`src/hw/rtl/assert_macros.svh`:
```
// assertion macros for the rtl files
`ifndef ASSERT_MACROS_SVH
`define ASSERT_MACROS_SVH

// clocked assertion, off while reset is asserted
`define BMF_ASSERT(label, clk, rst_n, prop) \
    label: assert property (@(posedge clk) disable iff (!(rst_n)) prop) \
        else $error("assertion failed");

// clocked assertion, checked during reset too
`define BMF_ASSERT_ALWAYS(label, clk, prop) \
    label: assert property (@(posedge clk) prop) else $error("assertion failed");

`endif

```
`src/hw/rtl/bmf_pkg.sv`:
```
// types, codes and helpers for the button debounce menu block
`timescale 1ns / 1ps

package bmf_pkg;

    typedef enum logic [1:0] {
        MODE_IDLE    = 2'd0,
        MODE_PROGRAM = 2'd1,
        MODE_SAVE    = 2'd2
    } mode_t;

    typedef enum logic [2:0] {
        KEY_NONE    = 3'd0,
        KEY_PROGRAM = 3'd1,
        KEY_ENTER   = 3'd2,
        KEY_UP      = 3'd3,
        KEY_DOWN    = 3'd4
    } key_t;

    localparam int LINES_W   = 3;
    localparam int SAMPLES_W = 4;
    localparam int SLOPE_W   = 8;
    localparam int CFG_IDX_W = 4;
    localparam int CFG_DATA_W = 8;
    localparam int S_TDATA_W = 8;
    localparam int M_TDATA_W = 16;

    localparam logic [CFG_IDX_W-1:0] CFG_DEBOUNCE_SAMPLES = 4'd0;
    localparam logic [CFG_IDX_W-1:0] CFG_SLOPE_MIN        = 4'd1;
    localparam logic [CFG_IDX_W-1:0] CFG_SLOPE_MAX        = 4'd2;
    localparam logic [CFG_IDX_W-1:0] CFG_SLOPE_STEP       = 4'd3;

    localparam logic [SAMPLES_W-1:0] RST_DEBOUNCE_SAMPLES = 4'd3;
    localparam logic [SLOPE_W-1:0]   RST_SLOPE_MIN        = 8'd9;
    localparam logic [SLOPE_W-1:0]   RST_SLOPE_MAX        = 8'd20;
    localparam logic [SLOPE_W-1:0]   RST_SLOPE_STEP       = 8'd1;
    localparam logic [SLOPE_W-1:0]   RST_SLOPE            = 8'd10;

    localparam logic [LINES_W-1:0] LINES_ENTER   = 3'b001;
    localparam logic [LINES_W-1:0] LINES_UP      = 3'b010;
    localparam logic [LINES_W-1:0] LINES_DOWN    = 3'b100;
    localparam logic [LINES_W-1:0] LINES_PROGRAM = 3'b111;

    function automatic key_t decode_lines(input logic [LINES_W-1:0] lines);
        key_t k;
        unique case (lines)
            LINES_ENTER:   k = KEY_ENTER;
            LINES_UP:      k = KEY_UP;
            LINES_DOWN:    k = KEY_DOWN;
            LINES_PROGRAM: k = KEY_PROGRAM;
            default:       k = KEY_NONE;
        endcase
        return k;
    endfunction

endpackage

```
`src/hw/rtl/bmf_debounce.sv`:
```
// debouncer: reports a key code once after enough equal samples
`timescale 1ns / 1ps

module bmf_debounce (
    input  logic                           aclk,
    input  logic                           aresetn,
    input  logic                           sample_en,
    input  bmf_pkg::key_t                  code,
    input  logic [bmf_pkg::SAMPLES_W-1:0]  samples,
    output bmf_pkg::key_t                  key
);

    bmf_pkg::key_t                  last_reg, last_next;
    logic [bmf_pkg::SAMPLES_W-1:0]  count_reg, count_next;
    logic [bmf_pkg::SAMPLES_W-1:0]  count_inc;

    assign count_inc = count_reg + 1'b1;

    always_comb begin
        last_next  = last_reg;
        count_next = count_reg;
        key        = bmf_pkg::KEY_NONE;
        priority if (count_reg == '0 || code != last_reg) begin
            last_next  = code;
            count_next = {{(bmf_pkg::SAMPLES_W-1){1'b0}}, 1'b1};
        end else if (count_reg < samples) begin
            count_next = count_inc;
            if (count_inc == samples) begin
                key = code;
            end
        end else begin
            // key still held after the report
            count_next = count_reg;
        end
    end

    always_ff @(posedge aclk) begin
        if (!aresetn) begin
            last_reg  <= bmf_pkg::KEY_NONE;
            count_reg <= '0;
        end else if (sample_en) begin
            last_reg  <= last_next;
            count_reg <= count_next;
        end
    end

endmodule

```
`src/hw/rtl/button_debounce_menu_fsm.sv`:
```
// top level: input register, debounce and menu logic, result register
`timescale 1ns / 1ps
`include "assert_macros.svh"

// One scan tick enters per clock cycle while the input side is not stalled: the
// tick is captured in an input register, then decoded, debounced and applied
// to the menu state in one pass that loads the result register. The result
// register keeps a finished result while the next tick is accepted; the input
// side stalls only when both registers are full and the result is not taken.
// Configuration writes are always taken (cfg_ready high).
// m_axis_tdata holds, from bit 0: key_code[2:0], menu_mode[4:3], idle_lamp_on[5],
// program_led_on[6], slope_tenths[14:7], save_request[15].

module button_debounce_menu_fsm (
    input  logic                              aclk,
    input  logic                              aresetn,
    input  logic                              s_axis_tvalid,
    output logic                              s_axis_tready,
    input  logic [bmf_pkg::S_TDATA_W-1:0]     s_axis_tdata,  // pressed_lines[2:0], zero fill
    output logic                              m_axis_tvalid,
    input  logic                              m_axis_tready,
    output logic [bmf_pkg::M_TDATA_W-1:0]     m_axis_tdata,  // key_code, menu_mode, idle_lamp_on,
                                                             // program_led_on, slope_tenths,
                                                             // save_request
    input  logic                              cfg_valid,
    output logic                              cfg_ready,
    input  logic [bmf_pkg::CFG_IDX_W-1:0]     cfg_index,
    input  logic [bmf_pkg::CFG_DATA_W-1:0]    cfg_data
);

    logic [bmf_pkg::SAMPLES_W-1:0] samples_reg;
    logic [bmf_pkg::SLOPE_W-1:0]   slope_min_reg;
    logic [bmf_pkg::SLOPE_W-1:0]   slope_max_reg;
    logic [bmf_pkg::SLOPE_W-1:0]   slope_step_reg;

    logic                          in_valid_reg;
    logic [bmf_pkg::LINES_W-1:0]   lines_reg;
    logic                          out_valid_reg;
    logic [bmf_pkg::M_TDATA_W-1:0] out_data_reg, out_data_next;

    bmf_pkg::mode_t                mode_reg, mode_next;
    logic [bmf_pkg::SLOPE_W-1:0]   slope_reg, slope_next;

    logic                          advance;
    bmf_pkg::key_t                 code;
    bmf_pkg::key_t                 key;
    logic                          idle_led;
    logic                          prog_led;
    logic                          save_pulse;

    logic [bmf_pkg::SLOPE_W:0]     slope_sum;
    logic [bmf_pkg::SLOPE_W-1:0]   slope_up;
    logic [bmf_pkg::SLOPE_W-1:0]   slope_dn;
    logic [bmf_pkg::SLOPE_W-1:0]   slope_step_val;
    logic                          slope_borrow;

    // handshakes
    assign advance       = in_valid_reg && (!out_valid_reg || m_axis_tready);
    assign s_axis_tready = !in_valid_reg || advance;
    assign m_axis_tvalid = out_valid_reg;
    assign m_axis_tdata  = out_data_reg;
    assign cfg_ready     = 1'b1;

    // configuration registers
    always_ff @(posedge aclk) begin
        if (!aresetn) begin
            samples_reg    <= bmf_pkg::RST_DEBOUNCE_SAMPLES;
            slope_min_reg  <= bmf_pkg::RST_SLOPE_MIN;
            slope_max_reg  <= bmf_pkg::RST_SLOPE_MAX;
            slope_step_reg <= bmf_pkg::RST_SLOPE_STEP;
        end else if (cfg_valid && cfg_ready) begin
            unique case (cfg_index)
                bmf_pkg::CFG_DEBOUNCE_SAMPLES: samples_reg <= cfg_data[bmf_pkg::SAMPLES_W-1:0];
                bmf_pkg::CFG_SLOPE_MIN:        slope_min_reg  <= cfg_data;
                bmf_pkg::CFG_SLOPE_MAX:        slope_max_reg  <= cfg_data;
                bmf_pkg::CFG_SLOPE_STEP:       slope_step_reg <= cfg_data;
                default: ;
            endcase
        end
    end

    // input register
    always_ff @(posedge aclk) begin
        if (!aresetn) begin
            in_valid_reg <= 1'b0;
        end else if (s_axis_tready) begin
            in_valid_reg <= s_axis_tvalid;
        end
    end

    always_ff @(posedge aclk) begin
        if (s_axis_tvalid && s_axis_tready) begin
            lines_reg <= s_axis_tdata[bmf_pkg::LINES_W-1:0];
        end
    end

    assign code = bmf_pkg::decode_lines(lines_reg);

    bmf_debounce u_debounce (
        .aclk      (aclk),
        .aresetn   (aresetn),
        .sample_en (advance),
        .code      (code),
        .samples   (samples_reg),
        .key       (key)
    );

    // slope step with clamps, floor last
    assign slope_sum    = {1'b0, slope_reg} + {1'b0, slope_step_reg};
    assign slope_borrow = slope_reg < slope_step_reg;
    assign slope_step_val = slope_reg - slope_step_reg;

    always_comb begin
        if (slope_sum > {1'b0, slope_max_reg}) begin
            slope_up = slope_max_reg;
        end else begin
            slope_up = slope_sum[bmf_pkg::SLOPE_W-1:0];
        end
        if (slope_up < slope_min_reg) begin
            slope_up = slope_min_reg;
        end
        if (slope_borrow || slope_step_val < slope_min_reg) begin
            slope_dn = slope_min_reg;
        end else begin
            slope_dn = slope_step_val;
        end
    end

    // menu next state
    always_comb begin
        mode_next  = mode_reg;
        slope_next = slope_reg;
        unique case (mode_reg)
            bmf_pkg::MODE_IDLE: begin
                if (key == bmf_pkg::KEY_PROGRAM) begin
                    mode_next = bmf_pkg::MODE_PROGRAM;
                end
            end
            bmf_pkg::MODE_PROGRAM: begin
                if (key == bmf_pkg::KEY_UP) begin
                    slope_next = slope_up;
                end
                if (key == bmf_pkg::KEY_DOWN) begin
                    slope_next = slope_dn;
                end
                if (key == bmf_pkg::KEY_ENTER) begin
                    mode_next = bmf_pkg::MODE_SAVE;
                end
            end
            bmf_pkg::MODE_SAVE: begin
                mode_next = bmf_pkg::MODE_IDLE;
            end
            default: ;
        endcase
    end

    // menu outputs from the mode before the transition
    always_comb begin
        idle_led   = 1'b0;
        prog_led   = 1'b0;
        save_pulse = 1'b0;
        unique case (mode_reg)
            bmf_pkg::MODE_IDLE:    idle_led = 1'b1;
            bmf_pkg::MODE_PROGRAM: prog_led = 1'b1;
            bmf_pkg::MODE_SAVE: begin
                idle_led   = 1'b1;
                prog_led   = 1'b1;
                save_pulse = 1'b1;
            end
            default: ;
        endcase
    end

    assign out_data_next = {save_pulse, slope_next, prog_led, idle_led, mode_next, key};

    always_ff @(posedge aclk) begin
        if (!aresetn) begin
            mode_reg  <= bmf_pkg::MODE_IDLE;
            slope_reg <= bmf_pkg::RST_SLOPE;
        end else if (advance) begin
            mode_reg  <= mode_next;
            slope_reg <= slope_next;
        end
    end

    // result register
    always_ff @(posedge aclk) begin
        if (!aresetn) begin
            out_valid_reg <= 1'b0;
        end else if (advance) begin
            out_valid_reg <= 1'b1;
        end else if (m_axis_tready) begin
            out_valid_reg <= 1'b0;
        end
    end

    always_ff @(posedge aclk) begin
        if (advance) begin
            out_data_reg <= out_data_next;
        end
    end

    `BMF_ASSERT(a_save_returns_idle, aclk, aresetn,
        (advance && mode_reg == bmf_pkg::MODE_SAVE) |=> (mode_reg == bmf_pkg::MODE_IDLE))
    `BMF_ASSERT(a_slope_floor, aclk, aresetn,
        (advance && mode_reg == bmf_pkg::MODE_PROGRAM
         && (key == bmf_pkg::KEY_UP || key == bmf_pkg::KEY_DOWN))
        |=> (slope_reg >= $past(slope_min_reg)))
    `BMF_ASSERT(a_stall_only_when_full, aclk, aresetn,
        !s_axis_tready |-> (in_valid_reg && out_valid_reg && !m_axis_tready))

endmodule
```
`config.mk`:
```
export PLATFORM = sky130hd
export DESIGN_NAME = button_debounce_menu_fsm
export DESIGN_NICKNAME = d
export VERILOG_FILES = /design/src/hw/rtl/bmf_pkg.sv /design/src/hw/rtl/bmf_debounce.sv /design/src/hw/rtl/button_debounce_menu_fsm.sv
export VERILOG_INCLUDE_DIRS = /design/src /design/src/hw/rtl
export SDC_FILE = /design/constraint.sdc
export NUM_CORES = 1
export LEC_CHECK = 0
export BUFFER_PORTS_ARGS = -buffer_cell sky130_fd_sc_hd__buf_2
export CAP_MARGIN = 30
export CORE_MARGIN = 1
export CORE_UTILIZATION = 40
export DETAILED_ROUTE_END_ITERATION = 6
export SKIP_CTS_REPAIR_TIMING = 1
export SLEW_MARGIN = 20
export SYNTH_ARGS = -nofsm -noshare
export SYNTH_HDL_FRONTEND = slang
export SYNTH_SLANG_ARGS = --single-unit
```
`constraint.sdc`:
```
create_clock -name aclk -period 5.2 [get_ports aclk]
set_clock_uncertainty 0.05 [all_clocks]
set_input_delay 1.04 -clock aclk [delete_from_list [all_inputs] [get_ports aclk]]
set_output_delay 1.04 -clock aclk [all_outputs]
set_load 0.005 [all_outputs]
```
### After elaboration in Yosys (flattened, before gate mapping)

Cells that the tools add are included.

| cells by class | value |
|---|---|
| add/sub/neg operators | 3 |
| multiply operators | 0 |
| divide/modulo/power cells | 0 |
| $lt $le $gt $ge | 5 |
| eq/ne operators | 15 |
| shift operators | 0 |
| muxes and demuxes | 20 |
| bitwise logic cells | 0 |
| reductions and logical operators | 21 |

Operators by type and width:

| operator | count |
|---|---|
| $mux W8 | 6 |
| $lt A8 B8 Y1 | 3 |
| $pmux W3 S4 | 1 |
| $reduce_and A2 Y1 | 6 |
| $add A8 B8 Y9 | 1 |
| $eq A3 B2 Y1 const B | 3 |
| $eq A3 B3 Y1 const B | 3 |
| $gt A9 B8 Y1 | 1 |
| $mux W3 | 3 |
| $eq A4 B2 Y1 const B | 2 |
| $logic_not A4 Y1 | 2 |
| $mux W4 | 2 |
| $sub A8 B8 Y8 | 1 |
| $eq A3 B1 Y1 const B | 2 |
| $pmux W2 S3 | 1 |
| $mux W1 | 5 |
| $add A4 B1 Y4 const B | 1 |
| $eq A4 B1 Y1 const B | 1 |
| $eq A4 B4 Y1 | 1 |
| $logic_or A1 B1 Y1 | 4 |
| $lt A4 B4 Y1 | 1 |
| $mux W2 | 2 |
| $reduce_bool A2 Y1 | 2 |
| $reduce_or A2 Y1 | 2 |
| 6 further kinds | 8 |

| storage, ports and cells | value |
|---|---|
| register bits | 66 |
| latch bits | 0 |
| memory bits (writable) | 0 |
| ROM bits | 0 |
| output and inout port bits | 19 |
| word-level logic and storage cells | 76 |
| memories | 0 |

### Logic depth before layout (Yosys ltp)

Gate-level depths: netlist of run 1.

| depth | value |
|---|---|
| word-level depth | 9 |
| depth in mapped cells | 24 |
| gate-level depth less buffers | 22 |

### By module

A second synthesis of run 1 with hierarchy kept.

| unflattened totals | value |
|---|---|
| cells, all modules | 509 |
| area total of the unflattened synthesis | 4553.1 um^2 |

By module, submodules not included:

| module | times used | cells an instance | area an instance (um^2) | seq. area each (um^2) |
|---|---|---|---|---|
| button_debounce_menu_fsm | 1 | 442 | 3992.6 | 1371.3 |
| bmf_debounce | 1 | 67 | 560.5 | 140.1 |

### Worst setup path after synthesis of run 1

Ideal clock, no wire load.

| timing path | value |
|---|---|
| kind | reg2reg |
| start point | register slope_step_reg[2] in the netlist's numbering |
| end point | register out_data_reg, in the netlist m_axis_tdata[11], data pin |
| library setup time | 0.274 ns |
| arrival | 4.901 ns |
| data required time | 4.876 ns |
| path slack | -0.025 ns |
| stages on the path, launching flop included | 24 |
| cell sequence | dfxtp_1 > inv_1 > ha_1 > buf_6 > or3_1 > o21ai_0 > o41ai_1 > xor2_1 > ha_1 > and3_1 > or3b_1 > o211ai_1 > nand3_2 > mux2_2 > ha_1 > a21o_1 > a21o_1 > a21o_1 > a311o_1 > and3_1 > buf_2 > mux2_2 > o21ai_1 > a31oi_1 |

| on the way | value |
|---|---|
| longest elaborated chain between the ends | 8 |
| elaborated cells between the ends (all ways) | 13 |
| classes of those cells | add/sub (2); order compare (4); mux (6); reduce/logical (1) |

RTL lines:

| item | line | RTL |
|---|---|---|
| start: declaration | button_debounce_menu_fsm.sv:34 | `logic [bmf_pkg::SLOPE_W-1:0] slope_step_reg;` |
| start signal: assignment | button_debounce_menu_fsm.sv:70 | `slope_step_reg <= bmf_pkg::RST_SLOPE_STEP;` |
| start signal: assignment | button_debounce_menu_fsm.sv:76 | `bmf_pkg::CFG_SLOPE_STEP: slope_step_reg <= cfg_data;` |
| $add A8 B8 Y9 | button_debounce_menu_fsm.sv:109 | `assign slope_sum = {1'b0, slope_reg} + {1'b0, slope_step_reg};` |
| $gt A9 B8 Y1 | button_debounce_menu_fsm.sv:114 | `if (slope_sum > {1'b0, slope_max_reg}) begin` |
| $mux W8 | button_debounce_menu_fsm.sv:114 |  |
| $lt A8 B8 Y1 | button_debounce_menu_fsm.sv:119 | `if (slope_up < slope_min_reg) begin` |
| $mux W8 | button_debounce_menu_fsm.sv:119 |  |
| $mux W8 | button_debounce_menu_fsm.sv:140 | `if (key == bmf_pkg::KEY_UP) begin` |
| $mux W8 * | button_debounce_menu_fsm.sv:143 | `if (key == bmf_pkg::KEY_DOWN) begin` |
| $mux W8 * | button_debounce_menu_fsm.sv:133 | `unique case (mode_reg)` |
| named net slope_next (one bit) | button_debounce_menu_fsm.sv:42 | `logic [bmf_pkg::SLOPE_W-1:0] slope_reg, slope_next;` |
| end signal: assignment | button_debounce_menu_fsm.sv:199 | `out_data_reg <= out_data_next;` |
| end: declaration | button_debounce_menu_fsm.sv:39 | `logic [bmf_pkg::M_TDATA_W-1:0] out_data_reg, out_data_next;` |

Mark *: on every way through the listed nets, which the timed path passes. The rest lies on a longest branch.
A chain may end at the register's enable or synchronous reset.

### Final worst setup path of run 1

| timing path | value |
|---|---|
| start point | register slope_reg[1] in the netlist's numbering |
| end point | register out_data_reg, in the netlist m_axis_tdata[12], data pin |

| on the way | value |
|---|---|
| longest elaborated chain between the ends | 8 |
| elaborated cells between the ends (all ways) | 13 |
| classes of those cells | add/sub (2); order compare (4); mux (6); reduce/logical (1) |

RTL lines:

| item | line | RTL |
|---|---|---|
| start: declaration | button_debounce_menu_fsm.sv:42 |  |
| start signal: assignment | button_debounce_menu_fsm.sv:179 | `slope_reg <= bmf_pkg::RST_SLOPE;` |
| start signal: assignment | button_debounce_menu_fsm.sv:182 | `slope_reg <= slope_next;` |
| $add A8 B8 Y9 | button_debounce_menu_fsm.sv:109 |  |
| $gt A9 B8 Y1 | button_debounce_menu_fsm.sv:114 |  |
| $mux W8 | button_debounce_menu_fsm.sv:114 |  |
| $lt A8 B8 Y1 | button_debounce_menu_fsm.sv:119 |  |
| $mux W8 | button_debounce_menu_fsm.sv:119 |  |
| $mux W8 | button_debounce_menu_fsm.sv:140 |  |
| $mux W8 * | button_debounce_menu_fsm.sv:143 |  |
| $mux W8 * | button_debounce_menu_fsm.sv:133 |  |
| named net slope_next (one bit) | button_debounce_menu_fsm.sv:42 |  |

Marks and branches as above.

==> out/results.tsv, run 1 <==
stage	metric	value	unit
timing	finalCritPeriodShare	101.1	%
critical_path	cp.required	5.20	ns
global_route	grt_max_degree	49	
critical_path	cp_cell_sequence	ha_4, inv_1, a21oi_4, o21ai_2, o41ai_2, xor2_1, ha_1, and3_4, or3b_1, o211ai_1, nand3_2, buf_6, buf_6, mux2_4, ha_4, a21o_1, a21o_1, a21o_1, a311o_1, and3_4, mux2_2, o21ai_2, a31oi_1	
critical_path	reg2reg_depth	23	
synth	ys_seq_area_share	32.75	%
pwr	power.leakage	2.480	nW
flow_run	maxCapViolCount	0	
clocking	cts_max_level	3	
pwr	power_density	231.7	mW/mm²
finish	drive_above_1_share	27.30	%
floorplanning	placementRows	38	
timing	fin_hold_ws	0.4558	ns
timing	fmaxAchievable	190.2	MHz
finish	layout_common_cells	inv_1, buf_4, dfxtp_1, nand2_1	
critical_path	critPathBufInv	3	
global_route	overflow	0	
finish	syn2layout_area_growth	25.70	%
synth	netlist_area	0.004616	mm²
critical_path	r2r_start	slope_reg[1]	
floorplanning	fp.dieH	109.4	µm
drt	postRouteAntennaNets	0	
timing	fin_crit	5.258	ns
pwr	irDropWorstVdd	219.5	µV
pwr	switchingPower	0.0003378	W
synth	synth_area_per_cell	9.122	µm²
timing	slew_headroom	43.94	%
synth	yosys_warnings	0	
timing	setup_ws	-0.05844	ns
timing	worst_slew_pin_slew	0.8378	ns
critical_path	critical-path-max-stage-delay	0.38	ns
placement	dp_hpwl	8.402	mm
status	violations	negative setup slack	
drt	via_per_inst	5.302	
finish	largest_reg_flops	16	
critical_path	cp-start-kind	register	
drt	wl	11.51	mm
floorplanning	core	0.01103	mm²
global_route	grtUsageTotal	19.57	%
pwr	sequentialPowerShare	40.8	%
pwr	p_total	0.001344	W
floorplanning	pin_count	44	
drt	drtIter0Drc	137	
pwr	comb_power_share	14.9	%
critical_path	critPathMaxFanout	8	
synth	synth.distinct_cells	58	
placement	pre_cts_ws	-0.2980	ns
critical_path	r2r_slack	-0.06	ns
floorplanning	start_util	41.84	%
critical_path	r2r_end	m_axis_tdata[12]	
clocking	clkTransAtPathRegs	0.05	ns
finish	final_util	52.60	%
clocking	clk_path_buf_depth	2	
finish	antenna_cells	0	
global_route	grt_pass1_wl	17.73	mm
placement	place_congestion	0.8732	
synth	postSynthCellCount	506	
drt	wire_per_inst	15.86	µm
placement	portBuffers	37	
critical_path	cp_slowest_cell	dfxtp_1	
floorplanning	dieArea	0.01197	mm²
timing	rsz0062_at_grt	yes	
timing	setup_viol	6	
global_route	antenna_found_initial	0	
clocking	cts_tree	yes	
status	status	complete, but fails checks	
clocking	clock_latency	0.34	ns
synth	ys_ff_latch	66	
pwr	p_sw_share	25.13	%
clocking	root_buffer	clkbuf_16	
pwr	p_clk_share	44.3	%
critical_path	critPathMostFrequentCell	a21o_1	
clocking	cts_buffers	9	
synth	async_flop_share	0	%
critical_path	path_depth	23	
critical_path	crit_type	register to register	
global_route	first_global_vias	3759	
floorplanning	die_w	109.4	µm
clocking	cts_num_sinks	66	
finish	num-nets-final	656	
critical_path	cp_top_family	compound AO/OA/AOI/OAI gates	
timing	final_max_slew_viol_count	0	
timing	finalHoldViolCount	0	
critical_path	cp.arrival	5.26	ns
critical_path	cp-end-kind	register	
finish	layout_commonest_cell	inv_1	
synth	synthFlopType	dfxtp_1	
min_path	min_path_type	register to register	
critical_path	crit_path_start	slope_reg[1]	
drt	drt_first_pass_iters	4	
critical_path	timing.critical_path.to	m_axis_tdata[12]	
pwr	p_int	0.001007	W
synth	synth-edff-count	19	
synth	synth_nets	581	
drt	vias	3849	
drt	drc	0	
[worst min-delay path: cells and delay by family (launching register included)]
kind          cells  cell delay (ns)
flops             1             0.35
mux               1             0.08
simple gates      1             0.05
[metrics by stage]
stage | cell area (µm²) | setup TNS, ns | std cells
3_5_place_dp | 5166 | -3.048 | 700
6_report | 5802 | -0.1752 | 726
3_3_place_gp | 5164 | -2.291 | 700
4_1_cts | 5454 | -3.619 | 716
5_1_grt | 5802 | -2.799 | 726
2_1_floorplan | 4637 | 0 | 506
[power by group through the flow]
stage / Combinational [W] / Clock (W) / Sequential [W]
3_3_place_gp: 0.000172 / 0 / 0.000559
3_5_place_dp: 0.000176 / 0 / 0.000559
5_1_grt: 0.000218 / 0.000628 / 0.000550
2_1_floorplan: 0.000129 / 0 / 0.000556
6_report: 0.000201 / 0.000595 / 0.000549
4_1_cts: 0.000176 / 0.000607 / 0.000548
[synth_stat cells (all sizes together) (3+ instances only)]
| library cell | count | area (µm²) |
|---|---|---|
| a2bb2oi | 3 | 26.28 |
| xnor2 | 14 | 122.6 |
| and3 | 6 | 37.54 |
| nor3 | 5 | 25.02 |
| ha | 48 | 600.6 |
| o221ai | 4 | 35.03 |
| o21a | 11 | 82.58 |
| a21o | 7 | 52.55 |
| a21oi | 20 | 103.9 |
| a211o | 3 | 26.28 |
| a21boi | 4 | 30.03 |
| o21ai | 25 | 125.1 |
| inv | 51 | 191.4 |
| dfxtp | 47 | 940.9 |
| nand4 | 4 | 25.02 |
| xor2 | 6 | 52.55 |
| a31oi | 10 | 62.56 |
| nor2b | 31 | 196.4 |
| and2 | 8 | 50.05 |
| mux2i | 33 | 330.3 |
| o211ai | 7 | 52.55 |
| mux2 | 15 | 168.9 |
| nor2 | 20 | 75.07 |
| nand2 | 39 | 146.4 |
| o22ai | 4 | 25.02 |
| clkbuf | 11 | 41.29 |
| buf | 7 | 48.79 |
| edfxtp | 19 | 570.6 |
| nand2b | 7 | 43.79 |
| nand3 | 7 | 45.04 |
[layer usage]
metal | up-vias | global-route usage [%] | share of wire (%)
met5 | - | 0 | 0
met4 | 0 | 5.905 | 1.6
met3 | 17 | 5.098 | 3.5
met2 | 69 | 32.30 | 48
met1 | 1826 | 24.98 | 47
li1 | 1937 | - | -
[worst min path at each step]
stage / end / cells past startpoint / slack (ns) / startpoint
after global routing: slope_max_reg[4] / 2 / 0.49 / slope_max_reg[4]
after floorplan: samples_reg[0] / 2 / 0.40 / samples_reg[0]
final: samples_reg[0] / 2 / 0.46 / samples_reg[0]
after global placement: u_debounce.last_reg[2] / 2 / 0.42 / u_debounce.last_reg[2]
after detailed placement: slope_max_reg[4] / 2 / 0.45 / slope_max_reg[4]
after CTS: slope_max_reg[4] / 2 / 0.46 / slope_max_reg[4]
[logic make-up (layout without fill, tap and decap cells)]
| kind of cell | after synthesis | in the layout | synth area share [%] |
|---|---|---|---|
| AO/OA/AOI/OAI | 114 | 114 | 16.56 |
| XOR/XNOR | 20 | 20 | 3.795 |
| buffers and inverters | 69 | 149 | 6.099 |
| flip-flops | 66 | 66 | 32.75 |
| other | 1 | 1 | 0.08124 |
| adder cells (fa/ha/maj) | 50 | 50 | 13.88 |
| AND/OR/NAND/NOR | 138 | 138 | 16.02 |
| multiplexers | 48 | 48 | 10.82 |
[layout make-up]
| type | count | area [µm²] |
|---|---|---|
| inverter | 51 | 191.4 |
| tap | 140 | 175.2 |
| clock inverter | 6 | 58.81 |
| timing repair buffer | 82 | 538.0 |
| clock buffer | 10 | 229.0 |
| multi-input combinational | 371 | 3089 |
| sequential | 66 | 1520 |
| fill | 1031 | 5229 |
Note: power is estimated with default switching activity, not from simulation.
==> run 2: changes to the inputs <==
--- a/config.mk
+++ b/config.mk
@@ -11,6 +11,7 @@
 export CORE_MARGIN = 1
 export CORE_UTILIZATION = 40
 export DETAILED_ROUTE_END_ITERATION = 6
+export RECOVER_POWER = 100
 export SKIP_CTS_REPAIR_TIMING = 1
 export SLEW_MARGIN = 20
 export SYNTH_ARGS = -nofsm -noshare
==> run 2 against run 1 <==
Worst hold slack about the same. First-iteration DRC count grew 6.6%. Worst setup slack improved by 0.0049 ns. The run ends with max-capacitance violations, max-slew violations, negative setup slack left. Total power shrank 0.10%. Non-clock buffer count unchanged.
==> out/results.tsv, run 2 (synthesized netlist as in run 1, its figures left out) <==
stage	metric	value	unit
timing	tns	-0.1374	ns
finish	drive_above_1_share	24.57	%
pwr	power.leakage	2.441	nW
critical_path	cp-end-kind	register	
floorplanning	dieArea	0.01197	mm²
finish	num-nets-final	656	
timing	finalCritPeriodShare	101.0	%
status	status	complete, but fails checks	
drt	via_per_inst	5.310	
timing	rsz0062_at_grt	yes	
critical_path	critPathMaxFanout	8	
clocking	clk_path_buf_depth	2	
placement	dp_hpwl	8.402	mm
drt	drtIter0Drc	146	
clocking	cts_tree	yes	
placement	dp.cells	700	
critical_path	crit_type	register to register	
finish	largest_reg_flops	16	
timing	fin_crit	5.254	ns
finish	antenna_cells	0	
drt	wl	11.48	mm
placement	place_area	0.005166	mm²
flow_run	maxCapViolCount	1	
clocking	clkTransAtPathRegs	0.05	ns
timing	worst_slew_pin_slew	1.959	ns
floorplanning	die_w	109.4	µm
min_path	min_path_type	register to register	
floorplanning	pin_count	44	
floorplanning	fp.dieH	109.4	µm
finish	fin_area	0.005783	mm²
finish	final_util	52.43	%
timing	setup_ws	-0.05356	ns
global_route	grt_pass1_wl	17.73	mm
critical_path	cp.required	5.20	ns
drt	vias	3855	
global_route	antenna_found_initial	0	
finish	layout_commonest_cell	inv_1	
finish	stdcell_count	726	
clocking	root_buffer	clkbuf_16	
global_route	overflow	0	
placement	portBuffers	37	
finish	syn2layout_area_growth	25.29	%
global_route	grt_max_degree	49	
timing	setup_viol	5	
timing	final_max_slew_viol_count	49	
clocking	cts_num_sinks	66	
drt	drc	0	
drt	drt_first_pass_iters	5	
clocking	cts_max_level	3	
floorplanning	core	0.01103	mm²
drt	postRouteAntennaNets	0	
finish	layout_common_cells	inv_1, buf_4, dfxtp_1, nand2_1, ha_1	
pwr	p_total	0.001343	W
global_route	grtUsageTotal	19.57	%
floorplanning	start_util	41.84	%
pwr	power_density	232.2	mW/mm²
timing	slew_headroom	-30.58	%
placement	place_congestion	0.8732	
clocking	cts_buffers	9	
critical_path	cp.arrival	5.25	ns
floorplanning	placementRows	38	
status	violations	max-capacitance violations, max-slew violations, negative setup slack	
clocking	clock_latency	0.33	ns
timing	fmaxAchievable	190.3	MHz
pwr	irDropWorstVdd	219.7	µV
drt	wire_per_inst	15.81	µm
global_route	first_global_vias	3759	
critical_path	cp-start-kind	register	
timing	finalHoldViolCount	0	
==> run 2: cell type report <==
type                       count  area [µm²]
multi-input combinational    371        3089
sequential                    66        1520
fill                        1036        5248
clock inverter                 6       58.81
inverter                      51       191.4
clock buffer                  10       229.0
timing repair buffer          82       519.2
tap                          140       175.2
==> run 2: worst max-delay path, cell delays in order (launching register included) <==
cell and delay, ns:
dfxtp_1 0.38, ha_4 0.30, inv_1 0.06, a21oi_4 0.18
o21ai_2 0.08, o41ai_2 0.34, xor2_1 0.15, ha_1 0.31
and3_4 0.18, or3b_1 0.34, o211ai_1 0.15, nand3_2 0.15
buf_6 0.14, buf_6 0.11, mux2_4 0.32, ha_4 0.16
a21o_1 0.14, a21o_1 0.18, a21o_1 0.18, a311o_1 0.29
and3_4 0.21, mux2_2 0.30, o21ai_2 0.16, a31oi_1 0.11
==> run 2: per-stage QoR <==
step                      worst slack [ns]  hold slack (ns)
after global placement             -0.2439           0.4225
after detailed placement           -0.2980           0.4460
after global routing               -0.2702           0.4944
after floorplan                  0.0004965           0.3984
after CTS                          -0.3336           0.4593
final                             -0.05356           0.4558
==> run 2: worst paths after layout <==
path / from / to / slack (ns) / cells after the start
hold reg to reg: samples_reg[0] / samples_reg[0] / 0.46 / 2
setup / recovery: slope_reg[1] / m_axis_tdata[12] / -0.05 / 23
hold / removal: samples_reg[0] / samples_reg[0] / 0.46 / 2
setup reg to reg: slope_reg[1] / m_axis_tdata[12] / -0.05 / 23
==> run 2: metal layers <==
metal / share of wire, % / up-vias / global-route usage, %
li1: - / 1942 / -
met1: 46 / 1824 / 24.98
met2: 48 / 73 / 32.30
met3: 3.9 / 16 / 5.098
met4: 1.8 / 0 / 5.905
met5: 0 / - / 0
==> run 2: report_power, final <==
part,internal (W),leakage (nW),switching [W]
Combinational,0.0000987,1.75,0.000101
Clock,0.000368,0.136,0.000227
Sequential,0.000540,0.555,0.00000910
